--- config.mk ---
export PLATFORM = sky130hd
export DESIGN_NAME = rgb_to_hsv_pixel
export DESIGN_NICKNAME = d
export VERILOG_FILES = /design/src/hw/rtl/r2h_pkg.sv /design/src/hw/rtl/r2h_div.sv /design/src/hw/rtl/rgb_to_hsv_pixel.sv
export VERILOG_INCLUDE_DIRS = /design/src /design/src/hw/rtl
export SDC_FILE = /design/constraint.sdc
export NUM_CORES = 1
export LEC_CHECK = 0
export BUFFER_PORTS_ARGS = -buffer_cell sky130_fd_sc_hd__buf_2
export CORE_MARGIN = 2
export CORE_UTILIZATION = 62
export DETAILED_ROUTE_END_ITERATION = 16
export GPL_TIMING_DRIVEN = 0
export PLACE_DENSITY = 0.79
export SYNTH_ARGS = -nofsm -noshare
export SYNTH_HDL_FRONTEND = slang
export SYNTH_SLANG_ARGS = --single-unit
--- constraint.sdc ---
create_clock -name i_clk -period 20.6 [get_ports i_clk]
set_clock_uncertainty 0.05 [all_clocks]
set_input_delay 4.12 -clock i_clk [delete_from_list [all_inputs] [get_ports i_clk]]
set_output_delay 4.12 -clock i_clk [all_outputs]
set_load 0.01 [all_outputs]
--- src/hw/rtl/rgb_to_hsv_pixel_assert.svh ---
// Assertion macros for the RGB to HSV pixel converter.
`ifndef RGB_TO_HSV_PIXEL_ASSERT_SVH
`define RGB_TO_HSV_PIXEL_ASSERT_SVH

`ifndef NO_ASSERTIONS

// Same-cycle implication, checked out of reset.
`define R2H_ASSERT_IMPLY(label, clk, rst_n, ante, cons) \
    label: assert property (@(posedge clk) disable iff (!(rst_n)) (ante) |-> (cons)) \
        else $error("r2h implication check failed");

// Next-cycle implication, checked out of reset.
`define R2H_ASSERT_NEXT(label, clk, rst_n, ante, cons) \
    label: assert property (@(posedge clk) disable iff (!(rst_n)) (ante) |=> (cons)) \
        else $error("r2h next-cycle check failed");

`else

`define R2H_ASSERT_IMPLY(label, clk, rst_n, ante, cons)
`define R2H_ASSERT_NEXT(label, clk, rst_n, ante, cons)

`endif

`endif

--- src/hw/rtl/r2h_pkg.sv ---
// Shared constants and types for the RGB to HSV pixel converter.
package r2h_pkg;

    localparam int CHANNEL_BITS  = 8;
    localparam int HUE_FRAC_BITS = 6;

    // Hue range is 0 up to below 360 degrees in fractional-degree units
    localparam int HUE_LIMIT = 360 * (2 ** HUE_FRAC_BITS);
    localparam int HUE_BITS  = $clog2(HUE_LIMIT);
    localparam int DEG60     = 60 * (2 ** HUE_FRAC_BITS);
    localparam int CHAN_MAX  = (2 ** CHANNEL_BITS) - 1;

    // Hue numerator: (offset*delta + diff) * 60 deg, below delta * 2^HUE_BITS
    localparam int HUE_NUM_W = CHANNEL_BITS + HUE_BITS;
    localparam int SAT_NUM_W = 2 * CHANNEL_BITS;

    // Divider pipeline: quotient bits spread evenly over the stages
    localparam int DIV_STAGES = 4;
    localparam int HUE_QW     = ((HUE_BITS + DIV_STAGES - 1) / DIV_STAGES) * DIV_STAGES;
    localparam int HUE_STEPS  = HUE_QW / DIV_STAGES;
    localparam int SAT_QW     = ((CHANNEL_BITS + DIV_STAGES - 1) / DIV_STAGES) * DIV_STAGES;
    localparam int SAT_STEPS  = SAT_QW / DIV_STAGES;

    // Request into the divider pipeline
    typedef struct packed {
        logic [HUE_NUM_W-1:0]    hue_num;
        logic [SAT_NUM_W-1:0]    sat_num;
        logic [CHANNEL_BITS-1:0] delta;
        logic [CHANNEL_BITS-1:0] mx;
        logic                    gray;
    } t_div_req;

    // Working state of one divider stage; low fields hold numerator bits
    // still to shift in on top and finished quotient bits below
    typedef struct packed {
        logic [CHANNEL_BITS-1:0] rem_h;
        logic [HUE_QW-1:0]       low_h;
        logic [CHANNEL_BITS-1:0] rem_s;
        logic [SAT_QW-1:0]       low_s;
        logic [CHANNEL_BITS-1:0] delta;
        logic [CHANNEL_BITS-1:0] mx;
        logic                    gray;
    } t_div_st;

endpackage

--- src/hw/rtl/r2h_div.sv ---
// Pipelined restoring divider for the hue and saturation quotients.
module r2h_div (
    input  logic                             i_clk,
    input  logic                             i_rst_n,
    input  logic                             i_valid,
    input  r2h_pkg::t_div_req                i_req,
    output logic                             o_ready,
    output logic                             o_valid,
    input  logic                             i_stall,
    output logic [r2h_pkg::HUE_BITS-1:0]     o_hue,
    output logic [r2h_pkg::CHANNEL_BITS-1:0] o_saturation,
    output logic [r2h_pkg::CHANNEL_BITS-1:0] o_brightness
);

    localparam int NS = r2h_pkg::DIV_STAGES;
    localparam int CB = r2h_pkg::CHANNEL_BITS;

    r2h_pkg::t_div_st r_st  [NS];
    r2h_pkg::t_div_st n_st  [NS];
    r2h_pkg::t_div_st w_src [NS];
    logic [NS-1:0]    r_vld;
    logic [NS-1:0]    w_vin;
    logic [NS:0]      w_rdy;
    r2h_pkg::t_div_st w_init;

    // Seed: partial remainder is the numerator above the quotient bits
    always_comb begin
        w_init.rem_h = CB'(i_req.hue_num >> r2h_pkg::HUE_QW);
        w_init.low_h = r2h_pkg::HUE_QW'(i_req.hue_num);
        w_init.rem_s = CB'(i_req.sat_num >> r2h_pkg::SAT_QW);
        w_init.low_s = r2h_pkg::SAT_QW'(i_req.sat_num);
        w_init.delta = i_req.delta;
        w_init.mx    = i_req.mx;
        w_init.gray  = i_req.gray;
    end

    // A stage takes a new request when empty or when the next one moves
    assign w_rdy[NS] = !i_stall;
    assign o_ready   = w_rdy[0];
    assign w_src[0]  = w_init;
    assign w_vin[0]  = i_valid;

    for (genvar k = 0; k < NS; k++) begin : g_stage
        logic [CB:0] acc_h;
        logic [CB:0] acc_s;

        if (k > 0) begin : g_link
            assign w_src[k] = r_st[k-1];
            assign w_vin[k] = r_vld[k-1];
        end

        assign w_rdy[k] = !r_vld[k] || w_rdy[k+1];

        // A few quotient bits per stage for each lane
        always_comb begin
            n_st[k] = w_src[k];
            acc_h   = '0;
            acc_s   = '0;
            for (int s = 0; s < r2h_pkg::HUE_STEPS; s++) begin
                acc_h = {n_st[k].rem_h, n_st[k].low_h[r2h_pkg::HUE_QW-1]};
                n_st[k].low_h = {n_st[k].low_h[r2h_pkg::HUE_QW-2:0], 1'b0};
                if (acc_h >= {1'b0, n_st[k].delta}) begin
                    n_st[k].rem_h    = CB'(acc_h - {1'b0, n_st[k].delta});
                    n_st[k].low_h[0] = 1'b1;
                end else begin
                    n_st[k].rem_h = acc_h[CB-1:0];
                end
            end
            for (int s = 0; s < r2h_pkg::SAT_STEPS; s++) begin
                acc_s = {n_st[k].rem_s, n_st[k].low_s[r2h_pkg::SAT_QW-1]};
                n_st[k].low_s = {n_st[k].low_s[r2h_pkg::SAT_QW-2:0], 1'b0};
                if (acc_s >= {1'b0, n_st[k].mx}) begin
                    n_st[k].rem_s    = CB'(acc_s - {1'b0, n_st[k].mx});
                    n_st[k].low_s[0] = 1'b1;
                end else begin
                    n_st[k].rem_s = acc_s[CB-1:0];
                end
            end
        end
    end

    // Valid bits
    always_ff @(posedge i_clk) begin
        if (!i_rst_n) begin
            r_vld <= '0;
        end else begin
            for (int k = 0; k < NS; k++) begin
                if (w_rdy[k]) begin
                    r_vld[k] <= w_vin[k];
                end
            end
        end
    end

    // Stage payload
    always_ff @(posedge i_clk) begin
        for (int k = 0; k < NS; k++) begin
            if (w_rdy[k] && w_vin[k]) begin
                r_st[k] <= n_st[k];
            end
        end
    end

    // Gray or black pixel forces hue and saturation to zero
    assign o_valid      = r_vld[NS-1];
    assign o_hue        = r_st[NS-1].gray ? '0 : r_st[NS-1].low_h[r2h_pkg::HUE_BITS-1:0];
    assign o_saturation = r_st[NS-1].gray ? '0 : r_st[NS-1].low_s[CB-1:0];
    assign o_brightness = r_st[NS-1].mx;

endmodule

--- src/hw/rtl/rgb_to_hsv_pixel.sv ---
// RGB to HSV pixel converter top level.
//
// Input channel: i_valid / o_stall with i_red, i_green, i_blue. A pixel is
// taken at a clock edge where i_valid is high and o_stall is low.
// Output channel: o_valid / i_stall with o_hue (1/64 degree), o_saturation
// and o_brightness. A result moves at an edge with o_valid high and
// i_stall low.
// Throughput: one pixel per clock while i_stall stays low. A result passes
// through two front stages (max/min and sector, then numerators) and four
// divider stages that each resolve a quarter of the quotient bits.
// Each stage holds its own valid bit and advances when empty or when the
// stage after it moves, so bubbles close up under a stall.
// While i_stall is high the last stage holds its result steady; o_stall
// rises only once every stage is full. Nothing is dropped or repeated.
// Reset (i_rst_n low, synchronous) clears all valid bits; there is no
// other state.
`include "rgb_to_hsv_pixel_assert.svh"

module rgb_to_hsv_pixel (
    input  logic                             i_clk,
    input  logic                             i_rst_n,
    input  logic                             i_valid,
    output logic                             o_stall,
    input  logic [r2h_pkg::CHANNEL_BITS-1:0] i_red,
    input  logic [r2h_pkg::CHANNEL_BITS-1:0] i_green,
    input  logic [r2h_pkg::CHANNEL_BITS-1:0] i_blue,
    output logic                             o_valid,
    input  logic                             i_stall,
    output logic [r2h_pkg::HUE_BITS-1:0]     o_hue,
    output logic [r2h_pkg::CHANNEL_BITS-1:0] o_saturation,
    output logic [r2h_pkg::CHANNEL_BITS-1:0] o_brightness
);

    localparam int CB = r2h_pkg::CHANNEL_BITS;
    localparam int NW = r2h_pkg::HUE_NUM_W;
    localparam int SW = r2h_pkg::SAT_NUM_W;

    // Sector offsets in units of 60 degrees
    localparam logic [2:0] OFS_RED   = 3'd0;
    localparam logic [2:0] OFS_WRAP  = 3'd6;
    localparam logic [2:0] OFS_GREEN = 3'd2;
    localparam logic [2:0] OFS_BLUE  = 3'd4;

    typedef enum logic [1:0] {
        SEC_RED,
        SEC_GREEN,
        SEC_BLUE
    } t_sector;

    // Stage 1 registers
    logic                r1_vld;
    logic [CB-1:0]       r1_mx;
    logic [CB-1:0]       r1_delta;
    logic signed [CB:0]  r1_diff;
    t_sector             r1_sec;
    // Stage 2 registers
    logic                r2_vld;
    r2h_pkg::t_div_req   r2_req;

    logic [CB-1:0]       n1_mx;
    logic [CB-1:0]       n1_mn;
    logic signed [CB:0]  n1_diff;
    t_sector             n1_sec;
    logic [2:0]          w_ofs;
    logic [CB+3:0]       w_t;
    r2h_pkg::t_div_req   n2_req;
    logic                w_rdy1;
    logic                w_rdy2;
    logic                w_div_rdy;

    // Handshake between stages
    assign w_rdy2  = !r2_vld || w_div_rdy;
    assign w_rdy1  = !r1_vld || w_rdy2;
    assign o_stall = !w_rdy1;

    // Stage 1: max, min, sector and signed channel difference
    always_comb begin
        n1_mx = (i_red >= i_green) ? i_red : i_green;
        n1_mx = (n1_mx >= i_blue) ? n1_mx : i_blue;
        n1_mn = (i_red <= i_green) ? i_red : i_green;
        n1_mn = (n1_mn <= i_blue) ? n1_mn : i_blue;
        if (i_red >= i_green && i_red >= i_blue) begin
            n1_sec  = SEC_RED;
            n1_diff = $signed({1'b0, i_green}) - $signed({1'b0, i_blue});
        end else if (i_green >= i_blue) begin
            n1_sec  = SEC_GREEN;
            n1_diff = $signed({1'b0, i_blue}) - $signed({1'b0, i_red});
        end else begin
            n1_sec  = SEC_BLUE;
            n1_diff = $signed({1'b0, i_red}) - $signed({1'b0, i_green});
        end
    end

    // Stage 2: hue numerator (ofs*delta + diff)*60deg, saturation numerator
    always_comb begin
        case (r1_sec)
            SEC_RED:   w_ofs = r1_diff[CB] ? OFS_WRAP : OFS_RED;
            SEC_GREEN: w_ofs = OFS_GREEN;
            SEC_BLUE:  w_ofs = OFS_BLUE;
            default:   w_ofs = OFS_RED;
        endcase
        // two's-complement add; the sum is never negative
        w_t = {{3{r1_diff[CB]}}, r1_diff}
            + {1'b0, (CB + 3)'(w_ofs) * (CB + 3)'(r1_delta)};
        n2_req.hue_num = NW'(w_t[CB+2:0]) * NW'(r2h_pkg::DEG60);
        n2_req.sat_num = SW'(r1_delta) * SW'(r2h_pkg::CHAN_MAX);
        n2_req.delta   = r1_delta;
        n2_req.mx      = r1_mx;
        n2_req.gray    = (r1_delta == '0);
    end

    // Front valid bits
    always_ff @(posedge i_clk) begin
        if (!i_rst_n) begin
            r1_vld <= 1'b0;
            r2_vld <= 1'b0;
        end else begin
            if (w_rdy1) begin
                r1_vld <= i_valid;
            end
            if (w_rdy2) begin
                r2_vld <= r1_vld;
            end
        end
    end

    // Front payload
    always_ff @(posedge i_clk) begin
        if (w_rdy1 && i_valid) begin
            r1_mx    <= n1_mx;
            r1_delta <= n1_mx - n1_mn;
            r1_diff  <= n1_diff;
            r1_sec   <= n1_sec;
        end
        if (w_rdy2 && r1_vld) begin
            r2_req <= n2_req;
        end
    end

    r2h_div u_div (
        .i_clk        (i_clk),
        .i_rst_n      (i_rst_n),
        .i_valid      (r2_vld),
        .i_req        (r2_req),
        .o_ready      (w_div_rdy),
        .o_valid      (o_valid),
        .i_stall      (i_stall),
        .o_hue        (o_hue),
        .o_saturation (o_saturation),
        .o_brightness (o_brightness)
    );

    // Checks
    `R2H_ASSERT_IMPLY(a_hue_range, i_clk, i_rst_n, o_valid, o_hue < r2h_pkg::HUE_BITS'(r2h_pkg::HUE_LIMIT))
    `R2H_ASSERT_IMPLY(a_black_zero, i_clk, i_rst_n, o_valid && o_brightness == '0, o_saturation == '0 && o_hue == '0)
    `R2H_ASSERT_IMPLY(a_stall_full, i_clk, i_rst_n, o_stall, r1_vld && r2_vld && o_valid)
    `R2H_ASSERT_NEXT(a_front_hold, i_clk, i_rst_n, r2_vld && !w_div_rdy, r2_vld && $stable(r2_req))

endmodule

==> results of run 1 <==
-- registers in the layout (all words and copies together) (netlist names) --
name         cells
r1_sec           2
u_div.r_vld      4
r1_mx            8
r1_delta         8
r1_vld           1
r2_vld           1
r1_diff          9
r2_req          47
u_div.r_st     177
-- cell usage in the layout (no fill, tap or decap), types with 21 or more instances in the layout --
cell       instances
a21boi_0          21
a21o_1            65
a21oi_1          122
buf_2             61
clkbuf_1          22
clkbuf_16         29
edfxtp_1         251
fa_1              78
ha_1             308
inv_1            294
mux2_2            76
mux2i_1           44
nand2_1          100
nand2b_1          22
nand3_1           31
nand4_1           28
nor2_1           136
nor2b_1           76
nor3_1            55
o21a_1            28
o21ai_0          120
xnor2_1           92
xor2_1            62
-- worst paths after layout --
| path | start | end | slack [ns] | cells past startpoint |
|---|---|---|---|---|
| worst max register to register | u_div.r_st[0][15] | u_div.r_st[1][56] | 10.65 | 37 |
| worst min register to register | u_div.r_st[2][42] | u_div.r_st[3][46] | 0.35 | 0 |
| worst max-delay path | u_div.r_st[0][15] | u_div.r_st[1][56] | 10.65 | 37 |
| worst min-delay path | u_div.r_st[2][42] | u_div.r_st[3][46] | 0.35 | 0 |
-- layout make-up --
cell class | count | area [µm²]
tap | 468 | 586
antenna | 1 | 2.50
buffer | 33 | 170
multi-input combinational | 1702 | 14300
clock buffer | 31 | 733
clock inverter | 22 | 348
timing repair buffer | 66 | 445
fill | 2700 | 11300
sequential | 257 | 7660
inverter | 298 | 1120
-- layer usage --
layer | wire [µm] | part of all wire, % | vias up | GRT usage [%]
met2 | 24600 | 50 | 408 | 46.7
met3 | 2120 | 4.3 | 124 | 3.65
met1 | 21200 | 43 | 8230 | 32.4
li1 | - | - | 8412 | -
met5 | 0 | 0 | - | 0
met4 | 1620 | 3.3 | 0 | 8.55
-- worst max-delay path: cells and delay by family, from the launching register on --
family	cells	cell delay, ns
flip-flops	1	0.38
adder cells (fa/ha/maj)	4	1.27
buffers and inverters	6	1.14
AO/OA/AOI/OAI	18	5.09
AND/OR/NAND/NOR	9	1.74
-- metrics by stage --
step / instance area (µm²) / std cells / hold WS, ns / setup WS [ns] / util, %
after floorplan: 23200 / 2290 / 0.350 / 11.44 / -
after global placement: 24100 / 2818 / 0.353 / 10.56 / 65.6
after detailed placement: 24300 / 2824 / 0.355 / 10.56 / 66.1
after CTS: 25400 / 2877 / 0.346 / 10.75 / 69.1
after global routing: 25400 / 2878 / 0.349 / 9.72 / 69.1
final: 25400 / 2878 / 0.348 / 10.65 / 69.1
-- cell families after synthesis --
| group | after synthesis |
|---|---|
| AOI/OAI and AO/OA | 506 |
| xor gates and xnor gates | 154 |
| adders and majority gates | 386 |
| buffers and inverters | 331 |
| DFF | 257 |
| muxes | 122 |
| and+or+nand+nor | 534 |
==> metrics.md, run 1 <==
| Metric | Value |
|---|---|
| Status | `finished, final reports clean` |
| CTS tree | `built` |
| Top-area cell type share of the netlist area | `32.5%` |
| Least-Margin Pin Slew | `0.877 ns` |
| Post-synthesis adder-cell area fraction | `23.4%` |
| Slew margin rel. | `41.3%` |
| Initial DRT Pass Iterations | `5` |
| Clk_lat worst skew | `0.58 ns` |
| Vias/cell | `5.97` |
| Syn Inst Count | `2290` |
| Routability cong. | `0.915` |
| H-tree levels | `1` |
| Worst Path Required | `20.85 ns` |
| DRT iter0 DRCs | `950` |
| # IOs | `61` |
| Routed WL | `49500 µm` |
| Total clock buffers created by CTS | `29` |
| Post-synthesis compound-gate area fraction | `14.8%` |
| FFs w/ async S/R, synth | `0%` |
| Syn_area_per_cell | `10.1 µm²` |
| Largest net degree at the start of global routing | `28` |
| Post-DP HPWL | `39800 µm` |
| Post-synthesis cell type count | `94` |
| Critical path's slowest cell | `o21ai_0` |
| CP endpoint kind | `flip-flop` |
| Antenna-violating nets left | `0` |
| First-pass GRT wire length | `82900 µm` |
| Register area share after synthesis | `33.0%` |
| XOR/XNOR Fraction of Synth Area | `5.82%` |
| Setup TNS | `0 ns` |
| DIE AREA | `39000 µm²` |
| Synth area leader | `edfxtp_1` |
| Post-Synth Simple-Gate Area | `11.8%` |
| Synthesis Warnings | `0` |
| Clock Tree Buf Depth | `3` |
| Gr usage total | `26.1%` |
| Via count | `17200` |
| Die extent in y | `197 µm` |
| Sink Count | `257` |
| Max Slew Vio Count | `0` |
| Final Net Count | `2801` |
| Cell area after synthesis | `23200 µm²` |
| Type of the worst setup path | `reg -> reg` |
| Max Fanout on Critical Path | `10` |
| WL/cell | `17.2 µm` |
| Maxcap violations | `0` |
| Area grow syn2layout | `9.34%` |
| # setup viols final | `0` |
| Fin. Hold Viols | `0` |
| Number of global-route vias before repair | `17600` |
| Synth top cells by count | `ha_1 (308), inv_1 (294), edfxtp_1 (251)` |
| Hold/Removal Path Class | `reg -> reg` |
| Grt ovf | `0` |
| Count leader, synth | `ha_1` |
| Input/output buffers | `60` |
| Post-CTS sizing | `0` |
| DRC | `0` |
| Tcrit/Tclk final | `48.3%` |
| RSZ-0062 raised after global routing | `no` |
| CORE AREA | `36700 µm²` |
| Largest family of logic cells by synthesized area | `adder cells` |
| Post-CTS Setup Bufs | `0` |
| Starting density of the core | `63.2%` |
| Main synth FF type | `edfxtp_1` |
| Clk pin slew, worst setup/hold paths | `0.06 ns` |
| Min cycle time layout | `9.95 ns` |
| Layout cell share with drive strength beyond 1 | `10.7%` |
| Initial antenna violation count | `1` |
| Slowest stage delay, CP | `0.54 ns` |
| Worst setup SP type | `flip-flop` |
| Max Freq | `100 MHz` |
| Die Wd | `197 µm` |
| Mux contribution to synthesized area | `5.70%` |
| Root buffer cell | `clkbuf_16` |
| EDFF count, synth | `251` |
| # hold bufs at CTS | `0` |
| Worst EP arrival | `10.20 ns` |
| FP Rows | `70` |
| Synth top area cells | `edfxtp_1 (33%), ha_1 (17%), fa_1 (6.7%), inv_1 (4.8%), mux2_2 (3.7%)` |
| Post-synthesis register bit count | `257` |
| Synthesized net count | `2704` |
Power of run 1 is not shown: default switching activity piles up to over one toggle a cycle in this logic, so the estimate is an artifact.
==> run 2: changes to the inputs <==
CORE_UTILIZATION = 59   (was 62)
clock period = 8.65 ns   (was 20.6 ns; I/O delays follow)
==> metrics.md, run 2 (synthesized netlist as in run 1, its figures left out) <==
| Metric | Value |
|---|---|
| Slew margin rel. | `34.8% (was 41.3%)` |
| CP endpoint kind | `flip-flop (unchanged)` |
| Type of the worst setup path | `reg -> reg (unchanged)` |
| Fin. Hold Viols | `0 (unchanged)` |
| Least-Margin Pin Slew | `0.973 ns (was 0.877 ns)` |
| Antenna-violating nets left | `0 (unchanged)` |
| # setup viols final | `0 (unchanged)` |
| Final hold slack | `0.355 ns (was 0.348 ns)` |
| Initial DRT Pass Iterations | `5 (unchanged)` |
| Clk_lat worst skew | `0.58 ns (about the same)` |
| Vias/cell | `5.80 (was 5.97)` |
| Status | `finished, final reports clean (unchanged)` |
| Largest Register | `u_div.r_st (unchanged)` |
| Layout cell share with drive strength beyond 1 | `13.4% (was 10.7%)` |
| Maxcap violations | `0 (unchanged)` |
| Gr usage total | `24.6% (was 26.1%)` |
| Slowest stage delay, CP | `0.46 ns (was 0.54 ns)` |
| Hold depth | `0 (unchanged)` |
| Total clock buffers created by CTS | `29 (unchanged)` |
| Final Net Count | `2823 (was 2801)` |
| Final instance area | `25800 µm² (was 25400 µm²)` |
| Final worst setup slack | `0.354 ns (was 10.65 ns)` |
| Initial antenna violation count | `0 (was 1)` |
| Critical path's slowest cell | `edfxtp_1 (was o21ai_0)` |
| Routability cong. | `0.914 (was 0.915)` |
| Clock Tree Buf Depth | `3 (unchanged)` |
| Area grow syn2layout | `11.2% (was 9.34%)` |
| Die Wd | `202 µm (was 197 µm)` |
| Tcrit/Tclk final | `95.9% (was 48.3%)` |
| Root buffer cell | `clkbuf_16 (unchanged)` |
| Input/output buffers | `60 (unchanged)` |
| DP Area | `24300 µm² (about the same)` |
| # hold bufs at CTS | `0 (unchanged)` |
| Min cycle time layout | `8.30 ns (was 9.95 ns)` |
| Largest net degree at the start of global routing | `30 (was 28)` |
| CTS tree | `built (unchanged)` |
| Number of global-route vias before repair | `17300 (was 17600)` |
| Setup TNS | `0 ns (unchanged)` |
| Routed WL | `50100 µm (was 49500 µm)` |
| First-pass GRT wire length | `83200 µm (was 82900 µm)` |
| Commonest non-fill, non-tap cell in the layout | `ha_1 (unchanged)` |
| Max Slew Vio Count | `0 (unchanged)` |
| WL/cell | `17.0 µm (was 17.2 µm)` |
| Worst path most repeated cell | `ha_1` |
| Grt ovf | `0 (unchanged)` |
| Place WS | `-1.30 ns (was 10.56 ns)` |
| Worst R2R Path Depth | `39 (was 37)` |
| Hold/Removal Path Class | `reg -> reg (unchanged)` |
| Max Freq | `121 MHz (was 100 MHz)` |
| Via count | `17100 (was 17200)` |
| Max FFs per register | `177 (unchanged)` |
| Post-DP HPWL | `39500 µm (was 39800 µm)` |
| Starting density of the core | `59.9% (was 63.2%)` |
| Max Fanout on Critical Path | `10 (unchanged)` |
| Worst EP arrival | `8.54 ns (was 10.20 ns)` |
| Biggest regs | `u_div.r_st x177, r2_req x47, r1_diff x9 (unchanged)` |
| Worst Path Required | `8.90 ns (was 20.85 ns)` |
| Die extent in y | `202 µm (was 197 µm)` |
| DIE AREA | `40900 µm² (was 39000 µm²)` |
| Ant. Diodes | `0 (was 1)` |
| Sink Count | `257 (unchanged)` |
| # IOs | `61 (unchanged)` |
| Clk pin slew, worst setup/hold paths | `0.06 ns (about the same)` |
| Commonest cells after routing, fill and taps aside | `ha_1 (308), inv_1 (289), edfxtp_1 (251) (was ha_1 (308), inv_1 (294), edfxtp_1 (251))` |
| DRC | `0 (unchanged)` |
| Worst setup SP type | `flip-flop (unchanged)` |
| CORE AREA | `38700 µm² (was 36700 µm²)` |
| DRT iter0 DRCs | `877 (was 950)` |
| H-tree levels | `1 (unchanged)` |
| FP Rows | `72 (was 70)` |
run 2: final cells by class:
| cell class | instances | area, µm² |
|---|---|---|
| multi-input combinational | 1703 | 14500 |
| clock inverter | 23 | 287 |
| sequential | 257 | 7660 |
| clock buffer | 30 | 729 |
| fill | 2950 | 12900 |
| buffer | 32 | 181 |
| tap | 518 | 648 |
| timing repair buffer | 88 | 623 |
| inverter | 298 | 1120 |
run 2: worst paths after layout:
| kind | from | end | slack, ns |
|---|---|---|---|
| setup / recovery | u_div.r_st[0][15] | u_div.r_st[1][54] | 0.35 |
| setup reg to reg | u_div.r_st[0][15] | u_div.r_st[1][54] | 0.35 |
| hold / removal | u_div.r_st[0][33] | u_div.r_st[1][37] | 0.36 |
| hold reg to reg | u_div.r_st[0][33] | u_div.r_st[1][37] | 0.36 |
run 2: per-layer routing:
layer / vias up / part of all wire [%] / global-route usage [%]
met1: 8202 / 42 / 30.9
met3: 97 / 4.0 / 2.69
met4: 0 / 2.7 / 6.54
met2: 357 / 51 / 44.8
met5: - / 0 / 0
li1: 8458 / - / -
run 2: critical path, delay by kind of cell, from the launching register on:
kind	cells	cell delay, ns
and+or+nand+nor	10	1.52
adders and majority gates	4	1.24
DFF	1	0.46
buffers and inverters	7	1.24
muxes	1	0.38
AOI/OAI and AO/OA	17	3.12
run 2: stage by stage:
step           utilization (%)  cells
4_1_cts                   65.8   2934
3_5_place_dp              62.8   2874
3_3_place_gp              62.3   2868
2_1_floorplan                -   2290
5_1_grt                   66.6   2949
6_report                  66.6   2949
run 2: timing repair:
action | 4_1_cts | 5_1_grt
buffers inserted | 7 | 15
gates resized for setup | 26 | 44
pin swaps | 3 | 7
setup endpoints to repair | 27 | 28
gates cloned | 0 | 1
Power of run 2 is left out for the same reason.
==> run 3: changes to the inputs <==
CORE_UTILIZATION = 62   (was 59)
clock period = 8.3 ns   (was 8.65 ns; I/O delays follow)
==> metrics.md, run 3 (synthesized netlist as in run 1, its figures left out) <==
| Metric | Value |
|---|---|
| Status | `finished, final reports clean (unchanged)` |
| Slowest stage delay, CP | `0.41 ns (was 0.46 ns)` |
| Clk_lat worst skew | `0.58 ns (about the same)` |
| Maxcap violations | `0 (unchanged)` |
| Worst R2R Path Depth | `36 (was 39)` |
| Dpl cells | `2824 (was 2874)` |
| DRC | `0 (unchanged)` |
| Final worst setup slack | `0.237 ns (was 0.354 ns)` |
| Antenna-violating nets left | `0 (unchanged)` |
| Initial DRT Pass Iterations | `7 (was 5)` |
| Largest Register | `u_div.r_st (unchanged)` |
| Clock Tree Buf Depth | `3 (unchanged)` |
| CTS tree | `built (unchanged)` |
| Crit-path leading delay family | `compound AO/OA/AOI/OAI gates (unchanged)` |
| Met2 WL | `25300 µm (was 25500 µm)` |
| Hold depth | `0 (unchanged)` |
| Routability cong. | `0.915 (was 0.914)` |
| Place WS | `-1.53 ns (was -1.30 ns)` |
| Worst Hold Path EP | `u_div.r_st[3][46] (was u_div.r_st[1][37])` |
| Grt ovf | `0 (unchanged)` |
| Routed WL | `50800 µm (was 50100 µm)` |
| # hold bufs at CTS | `0 (unchanged)` |
| Clk pin slew, worst setup/hold paths | `0.06 ns (about the same)` |
| Tcrit/Tclk final | `97.1% (was 95.9%)` |
| CORE AREA | `36700 µm² (was 38700 µm²)` |
| Max Fanout on Critical Path | `10 (unchanged)` |
| Largest net degree at the start of global routing | `28 (was 30)` |
| CP endpoint kind | `flip-flop (unchanged)` |
| RR Startpoint | `u_div.r_st[0][15] (unchanged)` |
| DR top layer | `met4 (unchanged)` |
| Biggest regs | `u_div.r_st x177, r2_req x47, r1_diff x9 (unchanged)` |
| Initial antenna violation count | `1 (was 0)` |
| Type of the worst setup path | `reg -> reg (unchanged)` |
| DRT iter0 DRCs | `964 (was 877)` |
| Worst setup SP type | `flip-flop (unchanged)` |
| Buf+Inv Stages, Crit Path | `6 (was 7)` |
| Fin. Hold Viols | `0 (unchanged)` |
| Worst EP arrival | `8.35 ns (was 8.54 ns)` |
| # IOs | `61 (unchanged)` |
| First-pass GRT wire length | `83600 µm (was 83200 µm)` |
| Area grow syn2layout | `12.2% (was 11.2%)` |
| Vias/cell | `5.96 (was 5.80)` |
| Critical R2R Capture | `u_div.r_st[1][50] (was u_div.r_st[1][54])` |
| Die Wd | `197 µm (was 202 µm)` |
| Hold Startpoint | `u_div.r_st[2][42] (was u_div.r_st[0][33])` |
| Least-Margin Pin Slew | `0.867 ns (was 0.973 ns)` |
| Input/output buffers | `60 (unchanged)` |
| Total clock buffers created by CTS | `29 (unchanged)` |
| WL/cell | `17.4 µm (was 17.0 µm)` |
| DIE AREA | `39000 µm² (was 40900 µm²)` |
| Layout cell share with drive strength beyond 1 | `14.5% (was 13.4%)` |
| Min cycle time layout | `8.06 ns (was 8.30 ns)` |
| Max Freq | `124 MHz (was 121 MHz)` |
| Layout Cells excl Fill | `2912 (was 2949)` |
| Post-Route M1 WL | `21600 µm (was 21200 µm)` |
| Worst R2R Setup Slack | `0.24 ns (was 0.35 ns)` |
| # setup viols final | `0 (unchanged)` |
| Number of global-route vias before repair | `17700 (was 17300)` |
| Via count | `17400 (was 17100)` |
| Sink Count | `257 (unchanged)` |
| FP Rows | `70 (was 72)` |
| Commonest cells after routing, fill and taps aside | `ha_1 (303), inv_1 (284), edfxtp_1 (251) (was ha_1 (308), inv_1 (289), edfxtp_1 (251))` |
| Critical path's slowest cell | `o41ai_2 (was edfxtp_1)` |
| Max Slew Vio Count | `0 (unchanged)` |
| Worst Path Required | `8.59 ns (was 8.90 ns)` |
| Max FFs per register | `177 (unchanged)` |
| Commonest non-fill, non-tap cell in the layout | `ha_1 (unchanged)` |
| Root buffer cell | `clkbuf_16 (unchanged)` |
| Post-DP HPWL | `39800 µm (was 39500 µm)` |
| Routed met3 length | `2210 µm (was 2010 µm)` |
| H-tree levels | `1 (unchanged)` |
| Hold/Removal Path Class | `reg -> reg (unchanged)` |
| Starting density of the core | `63.2% (was 59.9%)` |
| Gr usage total | `26.3% (was 24.6%)` |
| Final Net Count | `2835 (was 2823)` |
| Slew margin rel. | `41.9% (was 34.8%)` |
| Die extent in y | `197 µm (was 202 µm)` |
==> run 3: cell count changes in the layout (fill, tap and decap cells not counted), sizes merged <==
| cell | previous run | this run |
|---|---|---|
| buf | 102 | 117 |
| bufinv | 5 | 8 |
| clkbuf | 48 | 47 |
| clkinv | 14 | 8 |
| clkinvlp | 3 | 2 |
| diode | 0 | 1 |
| inv | 299 | 302 |
| o31ai | 13 | 12 |
==> run 3: worst max path at each step <==
stage	start	to	cells past startpoint
finish	u_div.r_st[0][15]	u_div.r_st[1][50]	36
global route	u_div.r_st[0][15]	u_div.r_st[1][50]	35
CTS	r2_req[14]	u_div.r_st[0][56]	34
detailed placement	u_div.r_st[0][15]	u_div.r_st[1][56]	37
global placement	u_div.r_st[0][15]	u_div.r_st[1][56]	37
floorplan	u_div.r_st[0][15]	u_div.r_st[1][52]	37
==> run 3: area by class of cell <==
| cell class | count | area [µm²] |
|---|---|---|
| fillers | 2618 | 10700 |
| well taps | 468 | 586 |
| plain buffers | 32 | 191 |
| clock buffers | 31 | 733 |
| multi-input cells | 1702 | 14600 |
| clock inverters | 22 | 348 |
| repair buffers | 101 | 726 |
| diodes | 1 | 2.50 |
| inverters | 298 | 1130 |
| flip-flops and latches | 257 | 7660 |
==> run 3: routing by layer <==
layer	vias to the layer above	global-route usage (%)
li1	8488	-
met5	-	0
met4	0	8.38
met2	430	47.3
met1	8311	32.6
met3	127	3.65
==> run 3: timing repair <==
item	CTS	global route
cloned	0	1
endpoints found under the setup margin	27	28
pin swaps	4	18
endpoints found under the hold margin	0	0
buffers inserted	7	27
gates resized for setup	34	80
==> run 3: metrics by stage <==
step                      setup TNS, ns  instance area, µm²  utilization (%)  hold slack [ns]
final                                 0               26000             70.9            0.348
after global routing             -0.742               26000             70.9            0.349
after CTS                             0               25500             69.5            0.346
after detailed placement         -24.33               24300             66.1            0.355
after global placement           -22.04               24100             65.6            0.353
after floorplan                       0               23200                -            0.350
Power of run 3 is left out for the same reason.
